File: config.mk
export PLATFORM = sky130hd
export DESIGN_NAME = sha256_stream_hasher
export DESIGN_NICKNAME = d
export VERILOG_FILES = /design/src/sv/sha256_pkg.sv /design/src/sv/sha256_sched.sv /design/src/sv/sha256_round.sv /design/src/sv/sha256_stream_hasher.sv
export SDC_FILE = /design/constraint.sdc
export NUM_CORES = 2
export LEC_CHECK = 0
export ABC_AREA = 1
export BUFFER_PORTS_ARGS = -buffer_cell sky130_fd_sc_hd__buf_4
export CAP_MARGIN = 15
export CORE_MARGIN = 10
export CORE_UTILIZATION = 39
export DETAILED_ROUTE_END_ITERATION = 8
export PLACE_DENSITY = 0.56
export SLEW_MARGIN = 20
export SYNTH_ARGS = -nofsm -noshare
export SYNTH_HDL_FRONTEND = slang
export SYNTH_SLANG_ARGS = --single-unit
File: constraint.sdc
create_clock -name clk -period 40.2 [get_ports clk]
set_input_delay 8.04 -clock clk [delete_from_list [all_inputs] [get_ports clk]]
set_output_delay 8.04 -clock clk [all_outputs]
set_load 0.005 [all_outputs]
File: src/sv/sha256_pkg.sv
package sha256_pkg;

	typedef logic [7:0][31:0] hash_t;

	// control from the sequencer to the schedule window and the round unit
	typedef struct packed {
		logic       push;
		logic [7:0] pbyte;
		logic       start;
		logic       round;
		logic [5:0] rnd;
	} core_ctrl_t;

	localparam logic OP_ABSORB = 1'b0;
	localparam logic OP_FINISH = 1'b1;

	localparam logic [7:0] PAD_MARK    = 8'h80;
	localparam logic [5:0] PAD_LEN_AT  = 6'd56;
	localparam logic [5:0] FILL_LAST   = 6'd63;
	localparam logic [5:0] LAST_ROUND  = 6'd63;
	localparam logic [2:0] LAST_IDX    = 3'd7;

	// element 0 is the first chaining word
	localparam hash_t IV = {
		32'h5be0cd19, 32'h1f83d9ab, 32'h9b05688c, 32'h510e527f,
		32'ha54ff53a, 32'h3c6ef372, 32'hbb67ae85, 32'h6a09e667
	};

	localparam logic [31:0] ROUND_K [0:63] = '{
		32'h428a2f98, 32'h71374491, 32'hb5c0fbcf, 32'he9b5dba5,
		32'h3956c25b, 32'h59f111f1, 32'h923f82a4, 32'hab1c5ed5,
		32'hd807aa98, 32'h12835b01, 32'h243185be, 32'h550c7dc3,
		32'h72be5d74, 32'h80deb1fe, 32'h9bdc06a7, 32'hc19bf174,
		32'he49b69c1, 32'hefbe4786, 32'h0fc19dc6, 32'h240ca1cc,
		32'h2de92c6f, 32'h4a7484aa, 32'h5cb0a9dc, 32'h76f988da,
		32'h983e5152, 32'ha831c66d, 32'hb00327c8, 32'hbf597fc7,
		32'hc6e00bf3, 32'hd5a79147, 32'h06ca6351, 32'h14292967,
		32'h27b70a85, 32'h2e1b2138, 32'h4d2c6dfc, 32'h53380d13,
		32'h650a7354, 32'h766a0abb, 32'h81c2c92e, 32'h92722c85,
		32'ha2bfe8a1, 32'ha81a664b, 32'hc24b8b70, 32'hc76c51a3,
		32'hd192e819, 32'hd6990624, 32'hf40e3585, 32'h106aa070,
		32'h19a4c116, 32'h1e376c08, 32'h2748774c, 32'h34b0bcb5,
		32'h391c0cb3, 32'h4ed8aa4a, 32'h5b9cca4f, 32'h682e6ff3,
		32'h748f82ee, 32'h78a5636f, 32'h84c87814, 32'h8cc70208,
		32'h90befffa, 32'ha4506ceb, 32'hbef9a3f7, 32'hc67178f2
	};

	function automatic logic [31:0] bsig0(input logic [31:0] x);
		return {x[1:0], x[31:2]} ^ {x[12:0], x[31:13]} ^ {x[21:0], x[31:22]};
	endfunction

	function automatic logic [31:0] bsig1(input logic [31:0] x);
		return {x[5:0], x[31:6]} ^ {x[10:0], x[31:11]} ^ {x[24:0], x[31:25]};
	endfunction

	function automatic logic [31:0] ssig0(input logic [31:0] x);
		return {x[6:0], x[31:7]} ^ {x[17:0], x[31:18]} ^ {3'b000, x[31:3]};
	endfunction

	function automatic logic [31:0] ssig1(input logic [31:0] x);
		return {x[16:0], x[31:17]} ^ {x[18:0], x[31:19]} ^ {10'b0, x[31:10]};
	endfunction

endpackage

File: src/sv/sha256_sched.sv
module sha256_sched (
	input  logic                    clk,
	input  sha256_pkg::core_ctrl_t  ctrl,
	output logic [31:0]             w_t
);

	// 16-word window, word 0 (msbs) is the oldest; bytes shift in at the bottom
	logic [511:0] win_q;
	logic [31:0]  w0, w1, w9, w14, w_new;

	assign w0  = win_q[511:480];
	assign w1  = win_q[479:448];
	assign w9  = win_q[223:192];
	assign w14 = win_q[63:32];

	assign w_new = sha256_pkg::ssig1(w14) + w9 + sha256_pkg::ssig0(w1) + w0;
	assign w_t   = w0;

	always_ff @(posedge clk) begin
		if (ctrl.push) begin
			win_q <= {win_q[503:0], ctrl.pbyte};
		end else if (ctrl.round) begin
			win_q <= {win_q[479:0], w_new};
		end
	end

endmodule

File: src/sv/sha256_round.sv
module sha256_round (
	input  logic                    clk,
	input  sha256_pkg::core_ctrl_t  ctrl,
	input  sha256_pkg::hash_t       chain,
	input  logic [31:0]             w_t,
	output sha256_pkg::hash_t       v
);

	sha256_pkg::hash_t v_q;
	logic [31:0] t1, t2, ch, mj;

	assign ch = (v_q[4] & v_q[5]) ^ (~v_q[4] & v_q[6]);
	assign mj = (v_q[0] & v_q[1]) ^ (v_q[0] & v_q[2]) ^ (v_q[1] & v_q[2]);
	assign t1 = v_q[7] + sha256_pkg::bsig1(v_q[4]) + ch
		+ sha256_pkg::ROUND_K[ctrl.rnd] + w_t;
	assign t2 = sha256_pkg::bsig0(v_q[0]) + mj;
	assign v  = v_q;

	always_ff @(posedge clk) begin
		if (ctrl.start) begin
			v_q <= chain;
		end else if (ctrl.round) begin
			v_q[7] <= v_q[6];
			v_q[6] <= v_q[5];
			v_q[5] <= v_q[4];
			v_q[4] <= v_q[3] + t1;
			v_q[3] <= v_q[2];
			v_q[2] <= v_q[1];
			v_q[1] <= v_q[0];
			v_q[0] <= t1 + t2;
		end
	end

endmodule

File: src/sv/sha256_stream_hasher.sv
// SHA-256 over a byte stream.
// Input channel (in_valid/in_stall): op = absorb takes data_byte as the next
// message byte, op = finish pads the message and produces its digest.
// Output channel (out_valid/out_stall): eight words, word_index 0..7, each
// digest_word most significant byte first, last_word set on index 7.
// An absorb byte is pushed as it is accepted; the one that completes a 64-byte
// block then runs 64 rounds of the shared round unit and one chain update.
// A finish pushes the padding one byte per cycle while no block is compressing
// (9 to 72 bytes); each of the one or two blocks it completes then runs 64
// rounds and one chain update. It then presents the digest, one
// word per cycle while out_stall is low. in_stall stays high from the cycle
// after an accepted finish or block-completing byte until it is back in idle.
// A stalled digest word holds its value until taken. After the last word the
// chaining value returns to the initial hash and the length count clears.
// Reset loads the initial hash, clears the byte count and fill level and
// leaves the block idle; there is no clearing pass.
module sha256_stream_hasher (
	input  logic        clk,
	input  logic        arst_n,
	input  logic        in_valid,
	output logic        in_stall,
	input  logic        op,
	input  logic [7:0]  data_byte,
	output logic        out_valid,
	input  logic        out_stall,
	output logic [31:0] digest_word,
	output logic [2:0]  word_index,
	output logic        last_word
);

	typedef enum logic [4:0] {
		ST_IDLE  = 5'b00001,
		ST_PAD   = 5'b00010,
		ST_COMP  = 5'b00100,
		ST_FINAL = 5'b01000,
		ST_OUT   = 5'b10000
	} state_t;

	state_t                 st_q;
	logic [5:0]             fill_q;
	logic [60:0]            count_q;
	sha256_pkg::hash_t      chain_q;
	logic [5:0]             rnd_q;
	logic                   pad_q, mark_q, len_q, emit_q;
	logic [2:0]             idx_q;
	logic [63:0]            len_sr_q;
	logic [2:0]             oidx_q;

	sha256_pkg::core_ctrl_t ctrl;
	sha256_pkg::hash_t      v;
	logic [31:0]            w_t;
	logic                   in_acc, len_push, wrap;

	assign in_stall = (st_q != ST_IDLE);
	assign in_acc   = in_valid && !in_stall;
	assign len_push = !mark_q && (len_q || fill_q == sha256_pkg::PAD_LEN_AT);

	always_comb begin
		ctrl = '0;
		ctrl.pbyte = data_byte;
		if (st_q == ST_IDLE && in_acc && op == sha256_pkg::OP_ABSORB) begin
			ctrl.push = 1'b1;
		end
		if (st_q == ST_PAD) begin
			ctrl.push = 1'b1;
			if (mark_q) begin
				ctrl.pbyte = sha256_pkg::PAD_MARK;
			end else if (len_push) begin
				ctrl.pbyte = len_sr_q[63:56];
			end else begin
				ctrl.pbyte = 8'h00;
			end
		end
		ctrl.round = (st_q == ST_COMP);
		ctrl.rnd   = rnd_q;
		ctrl.start = ctrl.push && fill_q == sha256_pkg::FILL_LAST;
	end

	assign wrap = ctrl.start;

	sha256_sched u_sched (
		.clk  (clk),
		.ctrl (ctrl),
		.w_t  (w_t)
	);

	sha256_round u_round (
		.clk   (clk),
		.ctrl  (ctrl),
		.chain (chain_q),
		.w_t   (w_t),
		.v     (v)
	);

	always_ff @(posedge clk or negedge arst_n) begin
		if (!arst_n) begin
			st_q     <= ST_IDLE;
			fill_q   <= '0;
			count_q  <= '0;
			chain_q  <= sha256_pkg::IV;
			rnd_q    <= '0;
			pad_q    <= 1'b0;
			mark_q   <= 1'b0;
			len_q    <= 1'b0;
			emit_q   <= 1'b0;
			idx_q    <= '0;
			len_sr_q <= '0;
			oidx_q   <= '0;
		end else begin
			case (st_q)
				ST_IDLE: begin
					if (in_acc) begin
						if (op == sha256_pkg::OP_ABSORB) begin
							fill_q  <= fill_q + 6'd1;
							count_q <= count_q + 61'd1;
							if (wrap) begin
								rnd_q <= '0;
								st_q  <= ST_COMP;
							end
						end else begin
							len_sr_q <= {count_q, 3'b000};
							pad_q    <= 1'b1;
							mark_q   <= 1'b1;
							len_q    <= 1'b0;
							emit_q   <= 1'b0;
							idx_q    <= '0;
							st_q     <= ST_PAD;
						end
					end
				end
				ST_PAD: begin
					fill_q <= fill_q + 6'd1;
					mark_q <= 1'b0;
					// length field goes out msb first after the zero fill
					if (len_push) begin
						len_q    <= 1'b1;
						len_sr_q <= {len_sr_q[55:0], 8'h00};
						idx_q    <= idx_q + 3'd1;
						if (idx_q == sha256_pkg::LAST_IDX) begin
							emit_q <= 1'b1;
						end
					end
					if (wrap) begin
						rnd_q <= '0;
						st_q  <= ST_COMP;
					end
				end
				ST_COMP: begin
					rnd_q <= rnd_q + 6'd1;
					if (rnd_q == sha256_pkg::LAST_ROUND) begin
						st_q <= ST_FINAL;
					end
				end
				ST_FINAL: begin
					for (int i = 0; i < 8; i++) begin
						chain_q[i] <= chain_q[i] + v[i];
					end
					if (emit_q) begin
						oidx_q <= '0;
						st_q   <= ST_OUT;
					end else if (pad_q) begin
						st_q <= ST_PAD;
					end else begin
						st_q <= ST_IDLE;
					end
				end
				ST_OUT: begin
					if (!out_stall) begin
						oidx_q <= oidx_q + 3'd1;
						if (oidx_q == sha256_pkg::LAST_IDX) begin
							chain_q <= sha256_pkg::IV;
							fill_q  <= '0;
							count_q <= '0;
							pad_q   <= 1'b0;
							emit_q  <= 1'b0;
							len_q   <= 1'b0;
							st_q    <= ST_IDLE;
						end
					end
				end
				default: begin
					st_q <= ST_IDLE;
				end
			endcase
		end
	end

	assign out_valid   = (st_q == ST_OUT);
	assign digest_word = chain_q[oidx_q];
	assign word_index  = oidx_q;
	assign last_word   = (oidx_q == sha256_pkg::LAST_IDX);

	a_no_input_during_output: assert property (@(posedge clk) disable iff (!arst_n)
		out_valid |-> in_stall)
		else $error("input taken while digest pending");

	a_rounds_start_at_zero: assert property (@(posedge clk) disable iff (!arst_n)
		(st_q == ST_COMP && $past(st_q) != ST_COMP) |-> rnd_q == 6'd0)
		else $error("compression entered with nonzero round count");

	a_emit_on_block_edge: assert property (@(posedge clk) disable iff (!arst_n)
		(st_q == ST_FINAL && emit_q) |-> (fill_q == 6'd0 && idx_q == 3'd0))
		else $error("digest ready with partial padding");

	a_clear_after_digest: assert property (@(posedge clk) disable iff (!arst_n)
		(out_valid && !out_stall && last_word) |=>
			(fill_q == 6'd0 && count_q == 61'd0 && !out_valid))
		else $error("state not cleared after last digest word");

endmodule
# After elaboration in Yosys (flattened, before gate mapping)
# Memory sizes are Yosys's and may differ from the RTL's.
# Cells that the tools add are included.
dict set report word_totals {
  output_inout_bits 38
  n_memories 1
  in_bits 13
  romBits 2048
  reg_bits 1176
  elab_cells 181
}
dict set report classes {
  addsub 23
  bitwise 19
  reduce_logical 26
  order_cmp 2
  n_mux 62
  n_eq_ne 20
}
# memory words word_bits rd rd_ports_with_merged_regs write_ports line
set mem_list {}
lappend mem_list {{(name not given)} 64 32 1 0 0 sha256_round.sv:15} ;# + sha256_pkg::ROUND_K[ctrl.rnd] + w_t;
# op n
set op_table {}
lappend op_table {{$mux W256} 4}
lappend op_table {{$mux W512} 2}
lappend op_table {{$add A32 B32 Y32} 18}
lappend op_table {{$pmux W256 S2} 1}
lappend op_table {{$xor A32 B32 Y32} 9}
lappend op_table {{$mux W61} 4}
lappend op_table {{$mux W64} 3}
lappend op_table {{$and A32 B32 Y32} 5}
lappend op_table {{$pmux W64 S2} 1}
lappend op_table {{$pmux W61 S2} 1}
lappend op_table {{$bmux W32 S3} 1}
lappend op_table {{$mux W32} 3}
lappend op_table {{$add A61 B1 Y61 const B} 1}
lappend op_table {{$mux W6} 7}
lappend op_table {{$pmux W6 S3} 2}
lappend op_table {{$mux W5} 7}
lappend op_table {{$not A32 Y32} 1}
lappend op_table {{$xor A32 B22 Y32} 1}
lappend op_table {{$xor A32 B29 Y32} 1}
lappend op_table {{$pmux W5 S5} 1}
lappend op_table {{$eq A6 B6 Y1 const B} 3}
lappend op_table {{$mux W8} 2}
lappend op_table {{$mux W3} 5}
lappend op_table {{$reduce_and A5 Y1} 3}
lappend op_table {{30 further kinds} 66}

# Depth between registers and ports, before layout
dict set report depth {
  word_depth 12
  ltp_mapped 46
  ltp_nobuf 45
}

# Cells and area by module
# From an unflattened synthesis, not the netlist that was laid out.
dict set report hier_totals {
  cells_unflattened 12489
  hier_area_um2 90062.6
}
# module instances area_each_um2 seq_area_each_um2 cells_each
set modules_own_cells {}
lappend modules_own_cells {sha256_stream_hasher 1 39037.4 10306.1 6373}
lappend modules_own_cells {sha256_sched 1 26925.8 15374.7 2907}
lappend modules_own_cells {sha256_round 1 24099.4 7687.4 3209}

# Worst setup path before layout
# OpenSTA, ideal clock, no wires.
dict set report synth_timing {
  kind {input -> register}
  start {in op}
  end {reg u_sched.win_q[0] (enable)}
  required_ns 36.514
  path_stages 7
  arrival_time_ns 17.216
  path_slack_ns 19.299
  setup_time_ns 3.686
  path_buffers 2
  cell_sequence {inv_1 nand3_2 nand2_2 inv_1 clkbuf_1 clkbuf_1 nand2_1}
}
dict set report synth_via {
  elab_chain_len 5
}
# item line
set synth_lines {}
lappend synth_lines {{from (decl)} sha256_stream_hasher.sv:22} ;# input logic op,
lappend synth_lines {{$not A1 Y1} n/a}
lappend synth_lines {{$logic_and A1 B1 Y1} sha256_stream_hasher.sv:61} ;# if (st_q == ST_IDLE && in_acc && op == sha256_pkg::OP_ABSORB) begin
lappend synth_lines {{$mux W1} sha256_stream_hasher.sv:61}
lappend synth_lines {{$mux W9} sha256_stream_hasher.sv:64} ;# if (st_q == ST_PAD) begin
lappend synth_lines {{$reduce_bool A2 Y1 (no source line)} n/a}
lappend synth_lines {{to (signal assigned)} sha256_sched.sv:21} ;# win_q <= {win_q[503:0], ctrl.pbyte};
lappend synth_lines {{to (signal assigned)} sha256_sched.sv:23} ;# win_q <= {win_q[479:0], w_new};
lappend synth_lines {{to (decl)} sha256_sched.sv:8} ;# logic [511:0] win_q;
# Every way passes these cells.
# A chain may end at the register's enable or synchronous reset.

# Worst setup path after layout
dict set report layout_timing {
  start {reg oidx_q[0], in the netlist word_index[0]}
  end {out digest_word[17]}
}
dict set report layout_via {
  elab_chain_len 2
}
# item line
set layout_lines {}
lappend layout_lines {{from (decl)} sha256_stream_hasher.sv:47} ;# logic [2:0] oidx_q;
lappend layout_lines {{from (signal assigned)} sha256_stream_hasher.sv:169} ;# oidx_q <= oidx_q + 3'd1;
lappend layout_lines {{$bmux W32 S3} sha256_stream_hasher.sv:189} ;# assign digest_word = chain_q[oidx_q];
lappend layout_lines {{$mux W32 (not written as such)} sha256_stream_hasher.sv:189}
lappend layout_lines {{to (decl)} sha256_stream_hasher.sv:26} ;# output logic [31:0] digest_word,
# Every way passes these cells. The select of a mux whose other input is x is not followed.

==> results.ini <==
[cts]
clock_path_buffers=3
cts_tree=yes
cts_htree_levels=4
clk_latency_ns=0.86
clock_sinks=1173
ctsResizeCount=0
post_cts_buffers=0
cts_hold_buf=0
cts-buffers-inserted=148
clk_pin_slew_worst_paths_ns=0.06
cts-root-buf=clkbuf_16

[grt]
grt_usage_pct=27.5
grt_pass1_wl_mm=490
antenna_found_initial=15
overflow=0
grt_max_degree=236
grt_pass1_vias=72700

[placement]
gp_congestion=1.06
place_hpwl_mm=257
dp_cells=13400
port_buffers=50
place_ws_ns=27.28
place_area_sq_um=87200

[logic_synthesis]
ys.flop_type=edfxtp_1
synthesis.area_sq_um=84500
synth-edff-count=768
syn_nets=11400
ys_warn_count=0
yosysMostFrequentCell=nand2_1
synth_top_cell_by_area=edfxtp_1
yosys.area.top_type_share_pct=27.3
syn_area_per_cell_sq_um=7.79
synthTopCellsByArea=edfxtp_1 (27%), nand2_1 (14%), dfrtp_1 (7.9%), ha_1 (5.9%), inv_1 (5.8%)
async_reset_ff_share_pct=34.5
ys_seq_area_share_pct=39.5
synth.distinct_cells=67
syn_inst=10800
ys_seq_elements=1173
synthTopCellsByCount=nand2_1 (3229), inv_1 (1302), o21ai_0 (969)

[sta]
slew_headroom_pct=7.28
final.setup.worst_slack_ns=27.39
setup-violations-final=0
worstMarginPinSlew_ns=1.39
hold_viol=0
tns_ns=0
grt_setup_unrepaired=false
fmax_ghz=0.0781
min_period_over_period_pct=31.9
fin_skew_ns=0.0361
drv_slew=0
fin_crit_ns=12.81

[worst_hold_path]
min_path_type=flip-flop to flip-flop

[cells_and_area]
finalNetCount=11300
syn_to_final_growth_pct=9.28
final_area_sq_um=92300
fin_cells=13600
drive_gt1_share_pct=5.51

[worst_setup_path]
r2r_end=u_round.v[30]
rrSetupSlack_ns=29.79
r2r-start=rnd_q[1]
crit_type=flip-flop to output pin
cp-endpoint=digest_word[17]
path_max_fanout=78
critPathArrivalTime_ns=4.77
crit_path_end_kind=output pin
critPathRequiredTime_ns=32.16
cp-startpoint=word_index[0]
startpoint_type=flip-flop
rr_worst_depth=36

[job]
cap_viol_max_count=0

[floorplanning]
die_height_um=485
core_sq_um=215000
die-area_sq_um=236000
io_pins=51
std_cell_rows=170
die-width_um=485
start_util_pct=39.3

[run_status]
status=complete, no violations

[detailed_routing]
first_iter_violations=8900
drc=0
via_per_inst=5.61
ant_nets=0
wl_per_cell_um=24.7
dr.pass1.iters=6
wirelength_mm=336
num_vias=76500

cell families after synthesis:
| logic type | after synthesis | synth area share (%) |
|---|---|---|
| xor gates and xnor gates | 427 | 4.43 |
| DFF | 1173 | 39.5 |
| and+or+nand+nor | 4613 | 22.0 |
| buffers and inverters | 1754 | 8.03 |
| muxes | 19 | 0.252 |
| adders and majority gates | 615 | 10.8 |
| AOI/OAI and AO/OA | 2239 | 15.1 |
layout make-up:
cell class | count | area (sq um)
inverters | 1314 | 4950
flip-flops and latches | 1173 | 33400
repair buffers | 116 | 956
clock inverters | 80 | 1040
fillers | 21800 | 123000
diodes | 5 | 12.5
multi-input cells | 7913 | 44400
clock buffers | 193 | 4010
well taps | 2838 | 3550
per-layer routing:
layer / track usage [%] / vias up / routed length, um
met4: 12.1 / 10 / 17000
met3: 5.01 / 634 / 27900
met1: 38.2 / 36900 / 146000
li1: - / 35600 / -
met2: 41.6 / 3310 / 145000
met5: 0 / - / 184
sequential cells by signal, indices dropped and copies added (netlist names):
name and count:
idx_q 3, len_q 1, pad_q 1, word_index 3, rnd_q 6, emit_q 1, mark_q 1, chain_q 256
u_sched.win_q 512, u_round.v 256, st_q 5, fill_q 6, len_sr_q 61, count_q 61
cell usage in the layout (no fill, tap or decap), drive strengths merged, types with 5 or more instances in the layout:
master       n
o221ai      28
o21a        25
nor4        27
o21bai      67
a31oi      115
inv       1318
o32ai        8
a21boi      31
or2         23
maj3        20
diode        5
fa         195
nand4       94
o22ai      114
bufinv      14
xnor2      184
a22oi       20
clkbuf     194
edfxtp     768
o311ai       9
nand2     3237
a211oi       7
xor2       243
a221oi      17
buf        115
o21ai      971
ha         400
clkinvlp     8
a21oi      653
mux2        18
a21o        62
nand3b      23
dfstp      137
o211ai      51
clkinv      54
nand3      407
o31ai       46
nor2       701
dfrtp      268
nor3        93
how the worst min path moves through the flow:
stage | startpoint | end | slack, ns | depth (start not counted)
2_1_floorplan | len_q | len_q | 0.44 | 2
3_3_place_gp | len_q | len_q | 0.46 | 2
3_5_place_dp | len_q | len_q | 0.46 | 2
4_1_cts | len_q | len_q | 0.48 | 2
5_1_grt | len_q | len_q | 0.50 | 2
6_report | len_q | len_q | 0.47 | 2
per-stage QoR:
stage	hold slack (ns)	utilization, %
final	0.474	42.9
after global routing	0.499	42.9
after CTS	0.476	42.9
after detailed placement	0.462	40.6
after global placement	0.458	40.6
after floorplan	0.443	-
critical path: stages (launching register included):
cell and delay [ns]:
dfrtp_4 0.73, inv_4 0.52, buf_4 0.72, o21ai_0 0.17, a221oi_1 1.17, a31oi_1 0.27
buf_4 0.25
Power is left out: the tool's default activity adds up to more than one toggle a clock period on the data nets, which glitch-free logic cannot reach.
